File: src/hw/rtl/arp_udp_receive_classifier_defines.svh
// ----------------------------------------------------------------------------
// arp/udp receive classifier assertion macros
// shared concurrent assertion forms, idle in reset, clocked on a given clock or on clk_i
// ----------------------------------------------------------------------------
`ifndef ARP_UDP_RECEIVE_CLASSIFIER_DEFINES_SVH
`define ARP_UDP_RECEIVE_CLASSIFIER_DEFINES_SVH

// generic clocked assertion with explicit clock and active-low reset
`define AUC_ASSERT_CLK(label, clk, rst_n, prop, msg) \
  label: assert property (@(posedge clk) disable iff (!rst_n) prop) else $error(msg);

// assertion on the block clock and reset
`define AUC_ASSERT(label, prop, msg) \
  `AUC_ASSERT_CLK(label, clk_i, rst_ni, prop, msg)

`endif

File: src/hw/rtl/auc_pkg.sv
// ----------------------------------------------------------------------------
// auc_pkg
// types and constants of the arp/udp receive classifier
// ----------------------------------------------------------------------------
`timescale 1ns / 1ps

package auc_pkg;

  localparam int unsigned MAX_PAYLOAD = 576;
  localparam int unsigned MAX_FRAME   = 1600;

  localparam int unsigned POS_W   = 11;
  localparam int unsigned PLEN_W  = 10;
  localparam int unsigned IHL_W   = 6;

  // frame offsets
  localparam logic [POS_W-1:0] POS_TYPE_HI   = 11'd12;
  localparam logic [POS_W-1:0] POS_TYPE_LO   = 11'd13;
  localparam logic [POS_W-1:0] POS_L3_START  = 11'd14;
  localparam logic [POS_W-1:0] POS_ARP_OP_HI = 11'd20;
  localparam logic [POS_W-1:0] POS_ARP_OP    = 11'd21;
  localparam logic [POS_W-1:0] POS_ARP_SHA   = 11'd22;
  localparam logic [POS_W-1:0] POS_ARP_SHA_E = 11'd27;
  localparam logic [POS_W-1:0] POS_ARP_SPA   = 11'd28;
  localparam logic [POS_W-1:0] POS_ARP_SPA_E = 11'd31;
  localparam logic [POS_W-1:0] POS_ARP_TPA   = 11'd38;
  localparam logic [POS_W-1:0] POS_ARP_LAST  = 11'd41;
  localparam logic [POS_W-1:0] POS_IP_PROTO  = 11'd23;
  localparam logic [POS_W-1:0] POS_IP_SRC    = 11'd26;
  localparam logic [POS_W-1:0] POS_IP_SRC_E  = 11'd29;
  localparam logic [POS_W-1:0] POS_IP_DST    = 11'd30;
  localparam logic [POS_W-1:0] POS_IP_DST_E  = 11'd33;
  localparam logic [POS_W-1:0] POS_IP_MIN_END = 11'd34;

  // field values
  localparam logic [7:0]  ETYPE_HI      = 8'h08;
  localparam logic [7:0]  ETYPE_ARP_LO  = 8'h06;
  localparam logic [7:0]  ETYPE_IP_LO   = 8'h00;
  localparam logic [31:0] ARP_HW_PROTO  = 32'h0001_0800;
  localparam logic [7:0]  ARP_HLEN      = 8'd6;
  localparam logic [7:0]  ARP_PLEN      = 8'd4;
  localparam logic [7:0]  ARP_OP_REQ    = 8'd1;
  localparam logic [7:0]  ARP_OP_REPLY  = 8'd2;
  localparam logic [3:0]  IP_VERSION    = 4'd4;
  localparam logic [3:0]  IP_MIN_IHL    = 4'd5;
  localparam logic [7:0]  IP_PROTO_UDP  = 8'h11;
  localparam logic [15:0] UDP_HDR_BYTES = 16'd8;

  typedef enum logic [0:0] {
    CFG_MY_IP     = 1'b0,
    CFG_SERVER_IP = 1'b1
  } auc_cfg_e;

  typedef enum logic [1:0] {
    KIND_PAYLOAD   = 2'd0,
    KIND_UDP       = 2'd1,
    KIND_ARP_REQ   = 2'd2,
    KIND_ARP_REPLY = 2'd3
  } auc_kind_e;

  typedef enum logic [3:0] {
    CLS_UNDEC  = 4'b0001,
    CLS_ARP    = 4'b0010,
    CLS_UDP    = 4'b0100,
    CLS_IGNORE = 4'b1000
  } auc_class_e;

  typedef struct packed {
    logic              valid;
    auc_kind_e         kind;
    logic [7:0]        payload_byte;
    logic [31:0]       source_address;
    logic [31:0]       dest_address;
    logic [15:0]       source_port;
    logic [15:0]       dest_port;
    logic [PLEN_W-1:0] payload_length;
    logic [47:0]       peer_mac;
    logic [31:0]       peer_address;
    logic              run_end;
  } auc_result_t;

endpackage

File: src/hw/rtl/auc_parser.sv
// ----------------------------------------------------------------------------
// auc_parser
// per-word frame parser: holds frame state, forms at most one result a word
// ----------------------------------------------------------------------------
`timescale 1ns / 1ps
`include "arp_udp_receive_classifier_defines.svh"

module auc_parser (
  input  logic                clk_i,
  input  logic                rst_ni,
  input  logic                accept_i,
  input  logic [7:0]          byte_i,
  input  logic                last_i,
  input  logic [31:0]         my_ip_i,
  input  logic [31:0]         server_ip_i,
  output auc_pkg::auc_result_t result_o
);
  import auc_pkg::*;

  logic [POS_W-1:0]  pos_q, pos_d;
  auc_class_e        class_q, class_d, class_eff;
  logic [IHL_W-1:0]  ihl_q, ihl_d;
  logic [31:0]       src_ip_q, src_ip_d;
  logic [31:0]       dst_ip_q, dst_ip_d;
  logic [31:0]       ports_q, ports_d;
  logic [15:0]       udp_len_q, udp_len_d;
  logic [PLEN_W-1:0] count_q, count_d;
  logic [47:0]       mac_q, mac_d;
  logic [31:0]       sip_q, sip_d;
  logic [31:0]       tip_q, tip_d;
  logic [7:0]        op_q, op_d;

  logic [POS_W-1:0]  u0;
  logic [15:0]       len_diff;
  logic [PLEN_W-1:0] clip;
  logic              pay_here;
  logic              arp_req, arp_rep, summary, arp_bad;
  auc_result_t       res;

  // udp header start and clipped payload length
  always_comb begin
    u0       = POS_L3_START + POS_W'(ihl_q);
    len_diff = udp_len_q - UDP_HDR_BYTES;
    if (udp_len_q < UDP_HDR_BYTES) begin
      clip = '0;
    end else if (len_diff > 16'(MAX_PAYLOAD)) begin
      clip = PLEN_W'(MAX_PAYLOAD);
    end else begin
      clip = len_diff[PLEN_W-1:0];
    end
  end

  always_comb begin
    class_eff = (pos_q >= POS_W'(MAX_FRAME)) ? CLS_IGNORE : class_q;
    class_d   = class_eff;
    ihl_d     = ihl_q;
    src_ip_d  = src_ip_q;
    dst_ip_d  = dst_ip_q;
    ports_d   = ports_q;
    udp_len_d = udp_len_q;
    count_d   = count_q;
    mac_d     = mac_q;
    sip_d     = sip_q;
    tip_d     = tip_q;
    op_d      = op_q;
    pay_here  = 1'b0;
    arp_req   = 1'b0;
    arp_rep   = 1'b0;
    arp_bad   = (pos_q == POS_L3_START       && byte_i != ARP_HW_PROTO[31:24]) ||
                (pos_q == POS_L3_START + 11'd1 && byte_i != ARP_HW_PROTO[23:16]) ||
                (pos_q == POS_L3_START + 11'd2 && byte_i != ARP_HW_PROTO[15:8]) ||
                (pos_q == POS_L3_START + 11'd3 && byte_i != ARP_HW_PROTO[7:0]) ||
                (pos_q == POS_L3_START + 11'd4 && byte_i != ARP_HLEN) ||
                (pos_q == POS_L3_START + 11'd5 && byte_i != ARP_PLEN) ||
                (pos_q == POS_ARP_OP_HI && byte_i != 8'd0);

    case (class_eff)
      CLS_UNDEC: begin
        if (pos_q == POS_TYPE_HI && byte_i != ETYPE_HI) begin
          class_d = CLS_IGNORE;
        end else if (pos_q == POS_TYPE_LO) begin
          if (byte_i == ETYPE_ARP_LO) begin
            class_d = CLS_ARP;
          end else if (byte_i == ETYPE_IP_LO) begin
            class_d = CLS_UDP;
          end else begin
            class_d = CLS_IGNORE;
          end
        end
      end
      CLS_ARP: begin
        if (arp_bad) begin
          class_d = CLS_IGNORE;
        end else if (pos_q == POS_ARP_OP) begin
          op_d = byte_i;
        end else if (pos_q >= POS_ARP_SHA && pos_q <= POS_ARP_SHA_E) begin
          mac_d = {mac_q[39:0], byte_i};
        end else if (pos_q >= POS_ARP_SPA && pos_q <= POS_ARP_SPA_E) begin
          sip_d = {sip_q[23:0], byte_i};
        end else if (pos_q >= POS_ARP_TPA && pos_q <= POS_ARP_LAST) begin
          tip_d = {tip_q[23:0], byte_i};
          if (pos_q == POS_ARP_LAST) begin
            if (op_q == ARP_OP_REQ && my_ip_i != '0 && tip_d == my_ip_i) begin
              arp_req = 1'b1;
            end else if (op_q == ARP_OP_REPLY && server_ip_i != '0 &&
                         sip_q == server_ip_i) begin
              arp_rep = 1'b1;
            end
            class_d = CLS_IGNORE;
          end
        end
      end
      CLS_UDP: begin
        if (pos_q == POS_L3_START) begin
          if (byte_i[7:4] != IP_VERSION || byte_i[3:0] < IP_MIN_IHL) begin
            class_d = CLS_IGNORE;
          end else begin
            ihl_d = {byte_i[3:0], 2'b00};
          end
        end else if (pos_q == POS_IP_PROTO) begin
          if (byte_i != IP_PROTO_UDP) begin
            class_d = CLS_IGNORE;
          end
        end else if (pos_q >= POS_IP_SRC && pos_q <= POS_IP_SRC_E) begin
          src_ip_d = {src_ip_q[23:0], byte_i};
        end else if (pos_q >= POS_IP_DST && pos_q <= POS_IP_DST_E) begin
          dst_ip_d = {dst_ip_q[23:0], byte_i};
          if (pos_q == POS_IP_DST_E && dst_ip_d != '1 && dst_ip_d != my_ip_i) begin
            class_d = CLS_IGNORE;
          end
        end else if (pos_q >= u0 && pos_q <= u0 + 11'd3) begin
          ports_d = {ports_q[23:0], byte_i};
        end else if (pos_q == u0 + 11'd4 || pos_q == u0 + 11'd5) begin
          udp_len_d = {udp_len_q[7:0], byte_i};
          if (pos_q == u0 + 11'd5 && udp_len_d < UDP_HDR_BYTES) begin
            class_d = CLS_IGNORE;
          end
        end else if (pos_q >= u0 + 11'd8) begin
          if (count_q < clip) begin
            pay_here = 1'b1;
            count_d  = count_q + 1'b1;
          end
        end
      end
      default: begin
      end
    endcase

    // closing summary on the last byte, once header and all clipped payload are in
    summary = last_i && class_d == CLS_UDP && pos_q >= POS_IP_MIN_END &&
              pos_q >= u0 + 11'd7 && count_d == clip;
  end

  // result word
  always_comb begin
    res = '0;
    if (arp_req || arp_rep) begin
      res.valid        = 1'b1;
      res.kind         = arp_req ? KIND_ARP_REQ : KIND_ARP_REPLY;
      res.peer_mac     = mac_q;
      res.peer_address = sip_q;
      res.run_end      = 1'b1;
    end else if (summary || (pay_here && !last_i)) begin
      res.valid          = 1'b1;
      res.kind           = summary ? KIND_UDP : KIND_PAYLOAD;
      res.payload_byte   = pay_here ? byte_i : 8'd0;
      res.source_address = src_ip_d;
      res.dest_address   = dst_ip_d;
      res.source_port    = ports_d[31:16];
      res.dest_port      = ports_d[15:0];
      res.payload_length = clip;
      res.run_end        = summary;
    end
    res.valid = res.valid && accept_i;
  end

  assign result_o = res;

  always_comb begin
    if (last_i) begin
      pos_d = '0;
    end else if (pos_q == '1) begin
      pos_d = pos_q;
    end else begin
      pos_d = pos_q + 1'b1;
    end
  end

  always_ff @(posedge clk_i or negedge rst_ni) begin
    if (!rst_ni) begin
      pos_q     <= '0;
      class_q   <= CLS_UNDEC;
      ihl_q     <= '0;
      count_q   <= '0;
      src_ip_q  <= '0;
      dst_ip_q  <= '0;
      ports_q   <= '0;
      udp_len_q <= '0;
      mac_q     <= '0;
      sip_q     <= '0;
      tip_q     <= '0;
      op_q      <= '0;
    end else if (accept_i) begin
      pos_q     <= pos_d;
      class_q   <= last_i ? CLS_UNDEC : class_d;
      ihl_q     <= last_i ? '0 : ihl_d;
      count_q   <= last_i ? '0 : count_d;
      src_ip_q  <= src_ip_d;
      dst_ip_q  <= dst_ip_d;
      ports_q   <= ports_d;
      udp_len_q <= udp_len_d;
      mac_q     <= mac_d;
      sip_q     <= sip_d;
      tip_q     <= tip_d;
      op_q      <= op_d;
    end
  end

  `AUC_ASSERT(a_last_restarts, accept_i && last_i |=> pos_q == '0 && count_q == '0, "frame end did not restart position")
  `AUC_ASSERT(a_arp_at_body_end, result_o.valid && (result_o.kind == KIND_ARP_REQ || result_o.kind == KIND_ARP_REPLY) |-> pos_q == POS_ARP_LAST, "arp result off the body end")
  `AUC_ASSERT(a_count_clipped, count_q <= PLEN_W'(MAX_PAYLOAD), "payload count beyond limit")
  `AUC_ASSERT(a_ihl_legal, ihl_q == '0 || ihl_q >= IHL_W'(20), "ip header length below minimum")

endmodule

File: src/hw/rtl/arp_udp_receive_classifier.sv
// ----------------------------------------------------------------------------
// arp_udp_receive_classifier
// receive filter for ethernet frames carrying arp or ipv4/udp
// ----------------------------------------------------------------------------
// Frame bytes enter on the in channel (frame_byte_i, frame_last_i) with
// valid/ready, one word per byte, destination mac first. Results leave on the
// out channel: udp payload bytes (kind 0), a closing udp summary (kind 1),
// an arp request for our address (kind 2) or an arp reply from the server
// (kind 3). Frames that are malformed, not for us or cut short give no
// closing result.
// my_ip and server_ip are written through cfg_we_i / cfg_index_i / cfg_data_i;
// the user must write them only while no frame is in flight; the block does not enforce this.
// Each byte is parsed in the cycle it is accepted; its result, if any, shows
// on the out channel in the next cycle from the output register. One byte is
// taken every cycle as long as that register is empty or being drained, so
// the sustained rate is one byte per clock.
// When the receiver stalls with a result held, in_ready_o drops until the
// result is taken. Reset clears the address registers and the frame state,
// so the next byte is treated as the first byte of a new frame.
// ----------------------------------------------------------------------------
`timescale 1ns / 1ps

module arp_udp_receive_classifier (
  input  logic        clk_i,
  input  logic        rst_ni,
  input  logic        cfg_we_i,
  input  logic [0:0]  cfg_index_i,
  input  logic [31:0] cfg_data_i,
  input  logic        in_valid_i,
  output logic        in_ready_o,
  input  logic [7:0]  frame_byte_i,
  input  logic        frame_last_i,
  output logic        out_valid_o,
  input  logic        out_ready_i,
  output logic [1:0]  kind_o,
  output logic [7:0]  payload_byte_o,
  output logic [31:0] source_address_o,
  output logic [31:0] dest_address_o,
  output logic [15:0] source_port_o,
  output logic [15:0] dest_port_o,
  output logic [9:0]  payload_length_o,
  output logic [47:0] peer_mac_o,
  output logic [31:0] peer_address_o,
  output logic        run_end_o
);
  import auc_pkg::*;

  logic [31:0] my_ip_q, server_ip_q;
  logic        in_fire;
  logic        out_valid_q;
  auc_result_t res;
  auc_result_t out_q;

  assign in_ready_o = !out_valid_q || out_ready_i;
  assign in_fire    = in_valid_i && in_ready_o;

  always_ff @(posedge clk_i or negedge rst_ni) begin
    if (!rst_ni) begin
      my_ip_q     <= '0;
      server_ip_q <= '0;
    end else if (cfg_we_i) begin
      case (auc_cfg_e'(cfg_index_i))
        CFG_MY_IP:     my_ip_q     <= cfg_data_i;
        CFG_SERVER_IP: server_ip_q <= cfg_data_i;
        default: begin
        end
      endcase
    end
  end

  auc_parser u_parser (
    .clk_i       (clk_i),
    .rst_ni      (rst_ni),
    .accept_i    (in_fire),
    .byte_i      (frame_byte_i),
    .last_i      (frame_last_i),
    .my_ip_i     (my_ip_q),
    .server_ip_i (server_ip_q),
    .result_o    (res)
  );

  // output register
  always_ff @(posedge clk_i or negedge rst_ni) begin
    if (!rst_ni) begin
      out_valid_q <= 1'b0;
    end else if (in_ready_o) begin
      out_valid_q <= res.valid;
    end
  end

  always_ff @(posedge clk_i) begin
    if (in_ready_o && res.valid) begin
      out_q <= res;
    end
  end

  assign out_valid_o      = out_valid_q;
  assign kind_o           = out_q.kind;
  assign payload_byte_o   = out_q.payload_byte;
  assign source_address_o = out_q.source_address;
  assign dest_address_o   = out_q.dest_address;
  assign source_port_o    = out_q.source_port;
  assign dest_port_o      = out_q.dest_port;
  assign payload_length_o = out_q.payload_length;
  assign peer_mac_o       = out_q.peer_mac;
  assign peer_address_o   = out_q.peer_address;
  assign run_end_o        = out_q.run_end;

endmodule
File: config.mk
export PLATFORM = sky130hd
export DESIGN_NAME = arp_udp_receive_classifier
export DESIGN_NICKNAME = d
export VERILOG_FILES = /design/src/hw/rtl/auc_pkg.sv /design/src/hw/rtl/auc_parser.sv /design/src/hw/rtl/arp_udp_receive_classifier.sv
export VERILOG_INCLUDE_DIRS = /design/src /design/src/hw/rtl
export SDC_FILE = /design/constraint.sdc
export NUM_CORES = 1
export LEC_CHECK = 0
export BUFFER_PORTS_ARGS = -buffer_cell sky130_fd_sc_hd__buf_2
export CAP_MARGIN = 30
export CORE_MARGIN = 4
export CORE_UTILIZATION = 35
export CTS_CLUSTER_DIAMETER = 60
export DETAILED_ROUTE_END_ITERATION = 8
export GPL_ROUTABILITY_DRIVEN = 0
export PLACE_DENSITY = 0.55
export SETUP_SLACK_MARGIN = 0.2
export SYNTH_ARGS = -nofsm -noshare
export SYNTH_HDL_FRONTEND = slang
export SYNTH_HIERARCHICAL = 1
export SYNTH_SLANG_ARGS = --single-unit
File: constraint.sdc
create_clock -name clk_i -period 21.8 [get_ports clk_i]
set_clock_uncertainty 0.1 [all_clocks]
set_input_delay 3.27 -clock clk_i [delete_from_list [all_inputs] [get_ports clk_i]]
set_output_delay 3.27 -clock clk_i [all_outputs]
set_load 0.02 [all_outputs]
==> impl_metrics.ini, run 1 <==
[run_status]
status = finished clean

[synthesis]
yosys_warnings = 6
synth_top_area_cell = dfrtp_1
syn-cell-area_mm2 = 0.0246
yosysMostFrequentCell = dfrtp_1
synth-seq-cells = 515
syn_inst = 1899
synth.area.top_cells = dfrtp_1 32%, edfxtp_1 24%, mux2_2 13%
synthTopCellsByCount = 317 x dfrtp_1, 276 x mux2_2, 197 x edfxtp_1
synth_nets = 1981
ys_seq_area_share_pct = 56.5
ys_async_sr_fraction_pct = 61.7
synth_flop_cell = dfrtp_1
netlist.area_leader.share_pct = 32.3
synth.avg_cell_area_um2 = 12.9
synth_edf_count = 197
yosysUniqueCellTypes = 90

[critical_path]
worst-path-buf-inv = 5
crit_arrival_ns = 8.89
r2r-start = u_parser/udp_len_q[3]
reg2reg_slack_ns = 13.11
worst_r2r_path_depth = 23
crit_path_start = u_parser/udp_len_q[3]
critPathKind = reg -> reg
crit_chain = inv_1 -> ha_1 -> nor3b_2 -> a32o_1 -> o22ai_2 -> a21oi_1 -> nand2_1 -> ha_1 -> a21o_1 -> nand3_1 -> a21oi_1 -> a2111oi_0 -> and3_1 -> and2_1 -> o211ai_1 -> and4bb_4 -> o2111ai_4 -> a31oi_1 -> and2_4 -> buf_4 -> buf_16 -> buf_4 -> buf_16
cp-start-kind = flop
slowest_stage = and2_1
critPathTopFamily = simple AND/OR/NAND/NOR gates
cp_data_required_time_ns = 21.99
crit_path_end_kind = flop
cp_max_fo = 67
r2r_end = peer_address_o[24]
critPathMaxStageDelay_ns = 0.77

[cts]
cts_tree = done
cts_max_level = 2
cts_root_buf = clkbuf_16
cts_num_sinks = 515
clock_latency_ns = 0.63
post_cts_buffers = 0
cts.path.max_buffers = 3
cts_resized = 0
hold_buffers = 0
numCtsBuffers = 60
cts.reportedPaths.clkPinSlew_ns = 0.06

[timing]
hold_violations = 0
relSlewSlack_pct = 34.9
setup_violations = 0
rsz0062_at_grt = false
min_period_ns = 8.69
tightest_slew_ns = 0.977
finalSetupTns_ns = 0
drv_slew = 0
fin_ws_ns = 13.11
fin_crit_sh_pct = 39.9
timing.fmax_ghz = 0.115

[hold_path]
hold_start = u_parser/mac_q[44]
hp-class = reg -> reg
worstHoldEndpoint = u_parser/mac_q[44]
min_path_cells = 1

[finish]
drive_gt1_share_pct = 33.1
num-nets-final = 2198
antenna_cells = 0
seqCellArea_mm2 = 0.0139
area_growth_pct = 17.2
utilization_pct = 41.7
design_area_mm2 = 0.0288
multi_input_area_mm2 = 0.0101
n_fill_cell = 6527

[power]
power_density_mw_per_mm2 = 75.1
finalPower_mw = 2.16
leakage_nw = 11.6
ir_drop_uv = 54.6

[floorplan]
fp-row-count = 96
coreArea_mm2 = 0.0691
initial_core_util_pct = 35.6
die_w_um = 273
die_y_um = 273
boundaryPins = 246
dieArea_mm2 = 0.0745

[placed_design]
place_hpwl_mm = 45.2
dp_worst_setup_slack_ns = 12.37
numPortBuffers = 245
post_dp_cell_area_mm2 = 0.0267

[detailed_routing]
wl_mm = 65.9
wire_per_inst_um = 21.3
vias = 16200
ant_nets = 0
via_per_inst = 5.24
post-route-drc-count = 0
drtIter0Drc = 1276
firstDrtPassIters = 8

[grt]
grt_pass1_wl_mm = 101
grt_start_max_net_pins = 158
grt_pass1_vias = 16300
grt_util_all_layers_pct = 17.3
grt_overflow = 0
antenna_found_initial = 0

[run]
maxCapViolCount = 0
==> sequential cells by signal, indices dropped and copies added, names as in the netlist, 10 cells and up <==
register            flops
source_port_o          16
u_parser/udp_len_q     16
u_parser/tip_q         24
payload_length_o       10
peer_address_o         32
u_parser/pos_q         11
source_address_o       32
dest_port_o            16
peer_mac_o             48
u_parser/src_ip_q      32
u_parser/ports_q       32
my_ip_q                32
dest_address_o         32
u_parser/dst_ip_q      32
u_parser/sip_q         32
server_ip_q            32
u_parser/count_q       10
u_parser/mac_q         48
==> where the power goes <==
part	switching, mW	internal (mW)
Sequential	0.0329	1.02
Clock	0.407	0.599
Combinational	0.0545	0.0473
==> worst max path at each step <==
stage | slack (ns) | cells after the start | end
floorplan | 10.96 | 13 | dest_address_o[0]
global placement | 12.30 | 14 | peer_address_o[24]
detailed placement | 12.37 | 15 | peer_address_o[29]
CTS | 12.90 | 22 | peer_address_o[24]
global route | 12.55 | 23 | peer_address_o[29]
finish | 13.11 | 23 | peer_address_o[24]
==> cell families (layout without fill, tap and decap cells) <==
group           after synthesis  in the layout  share of synthesized area, %
xor+xnor                    112            112                          4.07
mux                         385            385                          17.3
simple gates                437            437                          10.1
fa+ha+maj                    35             35                          1.78
flops                       515            515                          56.5
buf+inv                     140            408                          2.59
compound gates              275            275                          7.74
==> per-stage QoR <==
step                hold slack, ns  instances
floorplan                    0.370       1899
global placement             0.381       2979
detailed placement           0.387       2982
CTS                          0.401       3095
global route                 0.412       3098
finish                       0.395       3098
==> cell type report <==
type,instances,share of cell area (%)
Clock buffer,90,6.14
Clock inverter,23,0.865
Inverter,24,0.313
Multi-Input combinational cell,1244,35.0
Sequential cell,515,48.2
Tap cell,931,4.05
Timing Repair Buffer,271,5.43
==> routing by layer <==
metal / global-route usage (%) / vias to the layer above / share of wire, %
li1: - / 7449 / -
met1: 23.6 / 8136 / 44
met2: 29.3 / 527 / 49
met3: 2.36 / 108 / 5.2
met4: 4.40 / 0 / 2.1
met5: 0 / - / 0
==> cell usage in the layout, fill, tap and decap left out, drive strengths merged, types with 28 or more instances in the layout <==
cell type	n
inv	28
nor2	67
dfrtp	317
and2	88
xnor2	64
edfxtp	197
nor4	36
a21oi	141
buf	271
o21ai	40
mux2i	101
nand4	41
clkbuf	90
mux2	284
nand2	67
nor3	30
ha	35
xor2	48
Power figures use the tool's default switching activity.
==> inputs of run 2 (changes only) <==
--- a/config.mk
+++ b/config.mk
@@ -6,6 +6,7 @@
 export SDC_FILE = /design/constraint.sdc
 export NUM_CORES = 1
 export LEC_CHECK = 0
+export ABC_AREA = 1
 export BUFFER_PORTS_ARGS = -buffer_cell sky130_fd_sc_hd__buf_2
 export CAP_MARGIN = 30
 export CORE_MARGIN = 4
@@ -13,7 +14,7 @@
 export CTS_CLUSTER_DIAMETER = 60
 export DETAILED_ROUTE_END_ITERATION = 8
 export GPL_ROUTABILITY_DRIVEN = 0
-export PLACE_DENSITY = 0.55
+export PLACE_DENSITY = 0.57
 export SETUP_SLACK_MARGIN = 0.2
 export SYNTH_ARGS = -nofsm -noshare
 export SYNTH_HDL_FRONTEND = slang
==> constraint.sdc (replaced) <==
create_clock -name clk_i -period 7 [get_ports clk_i]
set_clock_uncertainty 0.1 [all_clocks]
set_input_delay 1.05 -clock clk_i [delete_from_list [all_inputs] [get_ports clk_i]]
set_output_delay 1.05 -clock clk_i [all_outputs]
set_load 0.02 [all_outputs]
==> run 2 against run 1 <==
Fmax grew 57%. Cell count grew 23%. Critical path depth up 7. Cell area down 0.19%. Register-to-register slack worse by 12 ns. Clock power grew to 3.2 times the previous value. Non-clock buffer count rose by 10.
==> impl_metrics.ini, run 2 <==
[run_status]
status = finished clean

[placed_design]
dp_cells = 3686
post_dp_cell_area_mm2 = 0.0267
place_hpwl_mm = 48.3
numPortBuffers = 245
dp_worst_setup_slack_ns = 1.52

[synthesis]
ys_async_sr_fraction_pct = 61.7
synth_top_area_cell = dfrtp_1
yosysUniqueCellTypes = 53
yosysMostFrequentCell = nand2_1
synth_nets = 2669
ys_seq_area_share_pct = 57.0
synth_edf_count = 197
synth.avg_cell_area_um2 = 9.42
syn-cell-area_mm2 = 0.0244
synth.area.top_cells = dfrtp_1 33%, edfxtp_1 24%, nand2_1 9.4%
synth_flop_cell = dfrtp_1
syn_inst = 2587
synth-seq-cells = 515
synthTopCellsByCount = 611 x nand2_1, 317 x dfrtp_1, 282 x o21ai_0
yosys_warnings = 6
netlist.area_leader.share_pct = 32.6

[timing]
setup_violations = 0
rsz0062_at_grt = false
timing.fmax_ghz = 0.180
whs_ns = 0.348
fin_ws_ns = 1.45
drv_slew = 0
fin_crit_sh_pct = 79.3
finalSetupTns_ns = 0
relSlewSlack_pct = 28.8
min_period_ns = 5.55
tightest_slew_ns = 1.07
hold_violations = 0

[grt]
antenna_found_initial = 3
grt_util_all_layers_pct = 18.1
grt_pass1_vias = 18400
grt_start_max_net_pins = 169
grt_overflow = 0
grt_pass1_wl_mm = 107

[critical_path]
cp-start-kind = flop
slowest_stage = nand2_1
critPathTopFamily = simple AND/OR/NAND/NOR gates
crit_path_end_kind = flop
path_common_cell = nand2_1
critPathKind = reg -> reg
crit_arrival_ns = 5.73
cp_max_fo = 70
cp_data_required_time_ns = 7.18
critPathMaxStageDelay_ns = 0.50
worst-path-buf-inv = 5

[finish]
multi_input_area_mm2 = 0.00908
design_area_mm2 = 0.0287
layout_common_cells = 609 x nand2_1, 317 x dfrtp_1, 279 x o21ai_0, 244 x buf_2, 242 x nor2_1
area_growth_pct = 18.0
mostFrequentLayoutCell = nand2_1
drive_gt1_share_pct = 17.4
n_fill_cell = 6716
seqCellArea_mm2 = 0.0139
stdcell_count = 3799
num-nets-final = 2899

[detailed_routing]
firstDrtPassIters = 6
vias = 19000
post-route-drc-count = 0
drtIter0Drc = 1817
wl_mm = 68.8
wire_per_inst_um = 18.1
ant_nets = 0
via_per_inst = 5.00

[cts]
clock_latency_ns = 0.63
cts_max_level = 2
cts_num_sinks = 515
cts_resized = 0
hold_buffers = 0
post_cts_buffers = 0
cts.reportedPaths.clkPinSlew_ns = 0.06
cts_root_buf = clkbuf_16
cts.path.max_buffers = 3
cts_tree = done
numCtsBuffers = 59

[floorplan]
boundaryPins = 246
dieArea_mm2 = 0.0739
die_y_um = 272
fp-row-count = 96
coreArea_mm2 = 0.0688
initial_core_util_pct = 35.4
die_w_um = 272

[power]
leakage_nw = 12.5
ir_drop_uv = 177
power_density_mw_per_mm2 = 251

[hold_path]
hp-class = in -> async

[run]
maxCapViolCount = 0
-- run 2: cell count changes in the layout (fill, tap and decap cells not counted), moves of 20 or more --
| cell | before | now |
|---|---|---|
| nor2_4 | 0 | 64 |
| xnor2_1 | 63 | 23 |
| nand2_1 | 65 | 609 |
| mux2i_1 | 101 | 64 |
| a21oi_2 | 31 | 0 |
| and2_1 | 87 | 0 |
| inv_1 | 23 | 234 |
| o21ai_0 | 40 | 279 |
| nand3_1 | 26 | 138 |
| a21oi_1 | 110 | 45 |
| xor2_1 | 48 | 28 |
| nor2_1 | 67 | 242 |
| mux2_2 | 276 | 0 |
-- run 2: worst paths after layout --
check | from | endpoint | slack (ns) | depth (start not counted)
hold / removal | rst_ni | u_parser/src_ip_q[27] | 0.35 | 1
max in group asynchronous | rst_ni | u_parser/sip_q[27] | 5.04 | 2
min in group clk_i | u_parser/mac_q[0] | u_parser/mac_q[0] | 0.38 | 2
setup / recovery | u_parser/udp_len_q[5] | dest_address_o[28] | 1.45 | 30
setup reg to reg | u_parser/udp_len_q[5] | dest_address_o[28] | 1.45 | 30
hold reg to reg | u_parser/mac_q[0] | u_parser/mac_q[0] | 0.38 | 2
-- run 2: logic make-up after synthesis --
group	Yosys count	synth area share [%]
AO/OA/AOI/OAI	373	8.13
XOR/XNOR	52	1.87
adder cells (fa/ha/maj)	35	1.80
buffers and inverters	362	6.34
flip-flops	515	57.0
multiplexers	64	2.63
AND/OR/NAND/NOR	1186	22.3
-- run 2: area by class of cell --
type                       count  share of cell area (%)
clock buffer                  77                    5.58
sequential                   515                    48.3
tap                          931                    4.05
timing repair buffer         281                    5.71
inverter                     250                    3.27
antenna                        1                 0.00871
multi-input combinational   1710                    31.6
clock inverter                34                    1.50
-- run 2: metal layers --
layer,up-vias,part of all wire [%],track usage (%)
met5,-,0.031,0
met4,4,2.8,5.16
met3,145,7.6,4.00
met2,733,45,28.5
met1,9094,45,25.3
li1,9020,-,-
-- run 2: through the flow --
step / total power [mW] / util [%]
6_report: 7.21 / 41.8
5_1_grt: 7.54 / 41.7
4_1_cts: 7.30 / 41.7
3_5_place_dp: 4.06 / 38.7
3_3_place_gp: 4.04 / 38.6
2_1_floorplan: 3.83 / -
-- run 2: power breakdown --
group	internal [mW]	switching [mW]	total, mW
logic	0.196	0.379	0.575
clock network	1.92	1.28	3.20
registers	3.26	0.177	3.44
total	5.38	1.84	7.21
